**src/bsc_pkg.sv**
```systemverilog
// Package for the banker's algorithm safety checker.
// Holds the request and result types, mode and register codes, the controller
// state type and the command and status groups. No dependencies.
`timescale 1ns / 1ps

package bsc_pkg;

    localparam int COUNT_W = 5;   // width of process and resource counts
    localparam int PROC_W  = 4;   // width of a process number

    localparam logic [1:0] MODE_LOAD_ALLOC = 2'd0;
    localparam logic [1:0] MODE_LOAD_CLAIM = 2'd1;
    localparam logic [1:0] MODE_LOAD_FREE  = 2'd2;
    localparam logic [1:0] MODE_RUN        = 2'd3;

    localparam int          CFG_INDEX_W        = 1;
    localparam int          CFG_DATA_W         = 5;
    localparam logic [0:0]  REG_PROCESS_COUNT  = 1'd0;
    localparam logic [0:0]  REG_RESOURCE_COUNT = 1'd1;

    typedef struct packed {
        logic [1:0]  mode;
        logic [3:0]  process_index;
        logic [3:0]  resource_index;
        logic [15:0] amount;
    } in_item_t;

    typedef struct packed {
        logic        is_verdict;
        logic [3:0]  process_number;
        logic        safe;
        logic        last;
    } out_item_t;

    typedef enum logic [2:0] {
        ST_IDLE,
        ST_SCAN,
        ST_RD_CHK,
        ST_CMP,
        ST_RD_ADD,
        ST_ADD,
        ST_EMIT
    } ctrl_state_t;

    typedef struct packed {
        logic start;         // clear flags, found count and process counter
        logic restart;       // begin another sweep
        logic skip;          // move to the next process
        logic res_first;     // resource counter to zero
        logic res_next;      // resource counter up by one
        logic mem_rd;        // read allocation and claim at (process, resource)
        logic add;           // add allocation back into the free count
        logic commit;        // record the current process as finished
        logic emit_start;    // rewind the process counter for output
        logic emit_entry;    // load one order entry into the output register
        logic emit_verdict;  // load the verdict into the output register
    } bsc_cmd_t;

    typedef struct packed {
        logic run_req;       // a run request waits at the input
        logic sweep_end;     // process counter has passed the last process
        logic all_found;     // every process in use is finished
        logic progress;      // this sweep finished at least one process
        logic proc_done;     // current process is already finished
        logic fits;          // need does not exceed free for current resource
        logic res_last;      // current resource is the last one in use
        logic entries_left;  // order entries remain to be sent
        logic out_free;      // output register can take a result this cycle
    } bsc_status_t;

endpackage

```
**src/bsc_ctrl.sv**
```systemverilog
// Controller for the safety checker: sequences sweeps, compares, add-backs and
// result output by driving commands into the datapath. Depends on bsc_pkg.
`timescale 1ns / 1ps

module bsc_ctrl
    import bsc_pkg::*;
(
    input  logic        clk,
    input  logic        rst_n,
    input  bsc_status_t status,
    output bsc_cmd_t    cmd,
    output logic        in_ready
);

    ctrl_state_t state_reg;
    ctrl_state_t state_next;

    always_ff @(posedge clk or negedge rst_n)
    begin
        if (!rst_n)
        begin
            state_reg <= ST_IDLE;
        end
        else
        begin
            state_reg <= state_next;
        end
    end

    always_comb
    begin
        state_next = state_reg;
        case (state_reg)
            ST_IDLE:
            begin
                if (status.run_req)
                begin
                    state_next = ST_SCAN;
                end
            end
            ST_SCAN:
            begin
                if (status.sweep_end)
                begin
                    if (status.all_found || !status.progress)
                    begin
                        state_next = ST_EMIT;
                    end
                end
                else if (!status.proc_done)
                begin
                    state_next = ST_RD_CHK;
                end
            end
            ST_RD_CHK:
            begin
                state_next = ST_CMP;
            end
            ST_CMP:
            begin
                if (!status.fits)
                begin
                    state_next = ST_SCAN;
                end
                else if (status.res_last)
                begin
                    state_next = ST_RD_ADD;
                end
                else
                begin
                    state_next = ST_RD_CHK;
                end
            end
            ST_RD_ADD:
            begin
                state_next = ST_ADD;
            end
            ST_ADD:
            begin
                if (status.res_last)
                begin
                    state_next = ST_SCAN;
                end
                else
                begin
                    state_next = ST_RD_ADD;
                end
            end
            ST_EMIT:
            begin
                if (status.out_free && !(status.all_found && status.entries_left))
                begin
                    state_next = ST_IDLE;
                end
            end
            default:
            begin
                state_next = ST_IDLE;
            end
        endcase
    end

    always_comb
    begin
        cmd      = '0;
        in_ready = 1'b0;
        case (state_reg)
            ST_IDLE:
            begin
                in_ready  = 1'b1;
                cmd.start = status.run_req;
            end
            ST_SCAN:
            begin
                if (status.sweep_end)
                begin
                    if (status.all_found || !status.progress)
                    begin
                        cmd.emit_start = 1'b1;
                    end
                    else
                    begin
                        cmd.restart = 1'b1;
                    end
                end
                else if (status.proc_done)
                begin
                    cmd.skip = 1'b1;
                end
                else
                begin
                    cmd.res_first = 1'b1;
                end
            end
            ST_RD_CHK:
            begin
                cmd.mem_rd = 1'b1;
            end
            ST_CMP:
            begin
                if (!status.fits)
                begin
                    cmd.skip = 1'b1;
                end
                else if (status.res_last)
                begin
                    cmd.res_first = 1'b1;
                end
                else
                begin
                    cmd.res_next = 1'b1;
                end
            end
            ST_RD_ADD:
            begin
                cmd.mem_rd = 1'b1;
            end
            ST_ADD:
            begin
                cmd.add = 1'b1;
                if (status.res_last)
                begin
                    cmd.commit = 1'b1;
                end
                else
                begin
                    cmd.res_next = 1'b1;
                end
            end
            ST_EMIT:
            begin
                if (status.out_free)
                begin
                    if (status.all_found && status.entries_left)
                    begin
                        cmd.emit_entry = 1'b1;
                    end
                    else
                    begin
                        cmd.emit_verdict = 1'b1;
                    end
                end
            end
            default:
            begin
                cmd = '0;
            end
        endcase
    end

endmodule

```
**config.mk**
```make
export PLATFORM = sky130hd
export DESIGN_NAME = bsc_ctrl
export DESIGN_NICKNAME = d
export VERILOG_FILES = /design/src/bsc_pkg.sv /design/src/bsc_ctrl.sv
export SDC_FILE = /design/constraint.sdc
export NUM_CORES = 1
export LEC_CHECK = 0
export ABC_CLOCK_PERIOD_IN_PS = 2600
export BUFFER_PORTS_ARGS = -buffer_cell sky130_fd_sc_hd__buf_2
export CAP_MARGIN = 5
export CORE_AREA = 5 5 42 44
export DETAILED_ROUTE_END_ITERATION = 10
export DIE_AREA = 0 0 47 49
export SKIP_CTS_REPAIR_TIMING = 1
export SYNTH_ARGS = -nofsm -noshare
export SYNTH_HDL_FRONTEND = slang
export SYNTH_SLANG_ARGS = --single-unit
```
**constraint.sdc**
```tcl
create_clock -name clk -period 2.6 [get_ports clk]
set_clock_uncertainty 0.1 [all_clocks]
set_input_delay 0.13 -clock clk [delete_from_list [all_inputs] [get_ports clk]]
set_output_delay 0.13 -clock clk [all_outputs]
set_load 0.005 [all_outputs]
```
==> results.yml <==
outcome:
  status: "completed"
final_layout:
  ff_latch_area_um2: 75.1
  largest_reg_flops: 3
  drive_above_1_share_pct: 44.6
  design_area_um2: 526
  multi_input_area_um2: 277
  n_antenna_cell: 0
  area_growth_pct: 36.4
  n_fill_cell: 153
  layout.nets: 86
timing:
  period_minus_slack_ps: 1990
  slew_violations: 0
  max_freq_mhz: 503
  finalCritPeriodShare_pct: 76.5
  setup_tns_ps: 0
  relSlewSlack_pct: 67.0
  worst_slew_pin_slew_ps: 495
  hold_viol_final: 0
  rsz0062_at_grt: "false"
  finalSetupViolCount: 0
power_and_ir_drop:
  p_clk_share_pct: 16.7
  p_switching_uw: 229
  p_per_area_nw_per_um2: 916
  sw_frac_of_total_pct: 47.6
  internal_power_uw: 252
  seq_power_share_pct: 31.7
  combPwrFrac_pct: 51.6
  irDropWorstVdd_mv: 0.445
  leakagePower_nw: 0.237
synthesis:
  yosysTopAreaCell: "dfrtp_1"
  synth_edf_count: 0
  synth_fa_ha_area_share_pct: 0
  ys_ff_latch: 3
  async_flop_share_pct: 100
  syn_nets: 61
  synthCells: 50
  yosysTopAreaCellShare_pct: 19.5
  synth_area_per_cell_um2: 7.71
  synth.mux.area_fraction_pct: 0
  synth-main-ff-cell: "dfrtp_1"
  synth_xor_area_share_pct: 0
  synth_compound_area_share_pct: 30.5
  synth_top_family_by_area: "simple AND/OR/NAND/NOR gates"
  synth.distinct_cells: 25
  ys_top_cells_by_area: "dfrtp_1 (19%), nor4_2 (9.7%), nand2b_1 (8.1%), a211oi_2 (6.5%), a21oi_1 (6.5%)"
  yosys_warnings: 0
  synthSimpleGateAreaFrac_pct: 41.2
  synth_common_cells: "a21oi_1 (5), nand2_1 (5), nand2b_1 (5), nor2_1 (5)"
  synth_area_um2: 385
  ys_seq_area_share_pct: 19.5
critical_path:
  worst-path-buf-inv: 3
  start_kind: "flip-flop"
  crit_path_frequent_cell: "inv_1"
  critPathSlowestCell: "dfrtp_1"
  regToRegStartpoint: "state_reg[0]$_DFFE_PN0P_"
  startpoint: "state_reg[0]$_DFFE_PN0P_"
  crit_arrival_ps: 1760
  cp.required_ps: 2370
  path_cells: "inv_1 -> nor4_2 -> inv_1 -> o22ai_1 -> buf_2"
  critPathTopFamily: "flip-flops"
  critPathCaptureType: "output port"
  path_class: "reg2out"
  slowest_delay_ps: 570
  worstPathMaxFanout: 11
floorplan:
  die_w_um: 47
  dieArea_um2: 2300
  pin_count: 23
  rows: 14
  die_y_um: 49
  initial_core_util_pct: 27.5
  core_area_um2: 1400
cts:
  htreeDepth: 1
  cts_root_buffer: "clkbuf_4"
  clkTransAtPathRegs_ps: 40
  cts_buffers: 3
  cts_tree: "yes"
  cts_sinks: 3
  cts_buffer_depth: 2
  clock_latency_ps: 230
global_routing:
  track_usage_pct: 8.96
  grt_antenna_before_repair: 0
  grt_pass1_vias: 364
  grt-ovfl-total: 0
  grt_pass1_wl_um: 1550
  grt_max_degree: 16
detailed_routing:
  ant_nets: 0
  via_count: 448
  wire_per_inst_um: 11.1
  firstDrtPassIters: 4
  drcViolationCount: 0
  drtIter0Drc: 6
  vias_per_cell: 4.98
  routed_wl_um: 999
flow_run:
  drv_cap: 0
min_path:
  min_from: "status[4]"
  min_path_type: "in2reg"
placement:
  postPlaceCellArea_um2: 489
  hpwlAfterDp_um: 795
  place_congestion: 0.800
  numPortBuffers: 22
-- stage by stage --
step	util (%)	hold WS, ps	setup WS [ps]	instances	total power, mW
3_3_place_gp	34.9	-173	927	85	0.399
3_5_place_dp	34.9	-172	869	85	0.401
2_1_floorplan	-	-266	1300	50	0.343
4_1_cts	36.8	-423	623	89	0.487
6_report	37.5	90.2	612	90	0.481
5_1_grt	37.5	114	496	90	0.532
-- cell type report --
cell class	count	area share (%)
multi-input cells	42	52.6
well taps	16	3.81
clock buffers	4	5.00
inverters	2	1.43
repair buffers	23	22.9
flip-flops and latches	3	14.3
-- power by group through the flow --
stage                     clock network (mW)  registers (mW)  logic [mW]
final                                 0.0806           0.153       0.248
after global routing                  0.0918           0.161       0.279
after CTS                             0.0854           0.151       0.250
after detailed placement                   0           0.152       0.249
after global placement                     0           0.151       0.248
after floorplan                            0          0.0940       0.249
-- metal layers --
metal,GRT usage [%],wire [um]
met3,3.32,77
met1,12.6,476
met4,2.76,0
met2,12.4,445
met5,0,0
-- cells by family after synthesis --
family / after synthesis
flops: 3
buf+inv: 5
simple gates: 26
compound gates: 16
-- worst min-delay path, stage by stage --
cell and delay [ps]:
buf_2 120, a21oi_1 60, o31ai_1 60
-- cells in the final DEF, fill, tap and decap left out --
| cell | instances |
|---|---|
| and2_1 | 1 |
| nand2b_1 | 5 |
| or2_1 | 1 |
| nor2_1 | 5 |
| dlygate4sd3_1 | 1 |
| buf_2 | 22 |
| o22ai_1 | 1 |
| nor4_2 | 3 |
| o31ai_1 | 2 |
| clkbuf_1 | 1 |
| nor3_1 | 1 |
| nand2_2 | 2 |
| a31oi_1 | 1 |
| dfrtp_1 | 3 |
| a21oi_2 | 1 |
| nand3b_1 | 1 |
| nor4b_1 | 1 |
| clkbuf_4 | 3 |
| a211oi_2 | 2 |
| inv_1 | 2 |
| a211oi_1 | 1 |
| nand4_1 | 1 |
| o21bai_1 | 1 |
| a21oi_1 | 5 |
| o31a_1 | 1 |
| o21a_1 | 1 |
| nand2_1 | 5 |
-- final timing paths --
path / end / slack (ps) / depth (start not counted)
max reg2reg: state_reg[2]$_DFFE_PN0P_ / 950 / 4
min in group asynchronous: state_reg[0]$_DFFE_PN0P_ / 120 / 2
min reg2reg: state_reg[1]$_DFFE_PN0P_ / 790 / 2
max: cmd[7] / 610 / 5
max in group asynchronous: state_reg[2]$_DFFE_PN0P_ / 2170 / 2
min: state_reg[0]$_DFFE_PN0P_ / 90 / 3
Power figures use the tool's default switching activity.
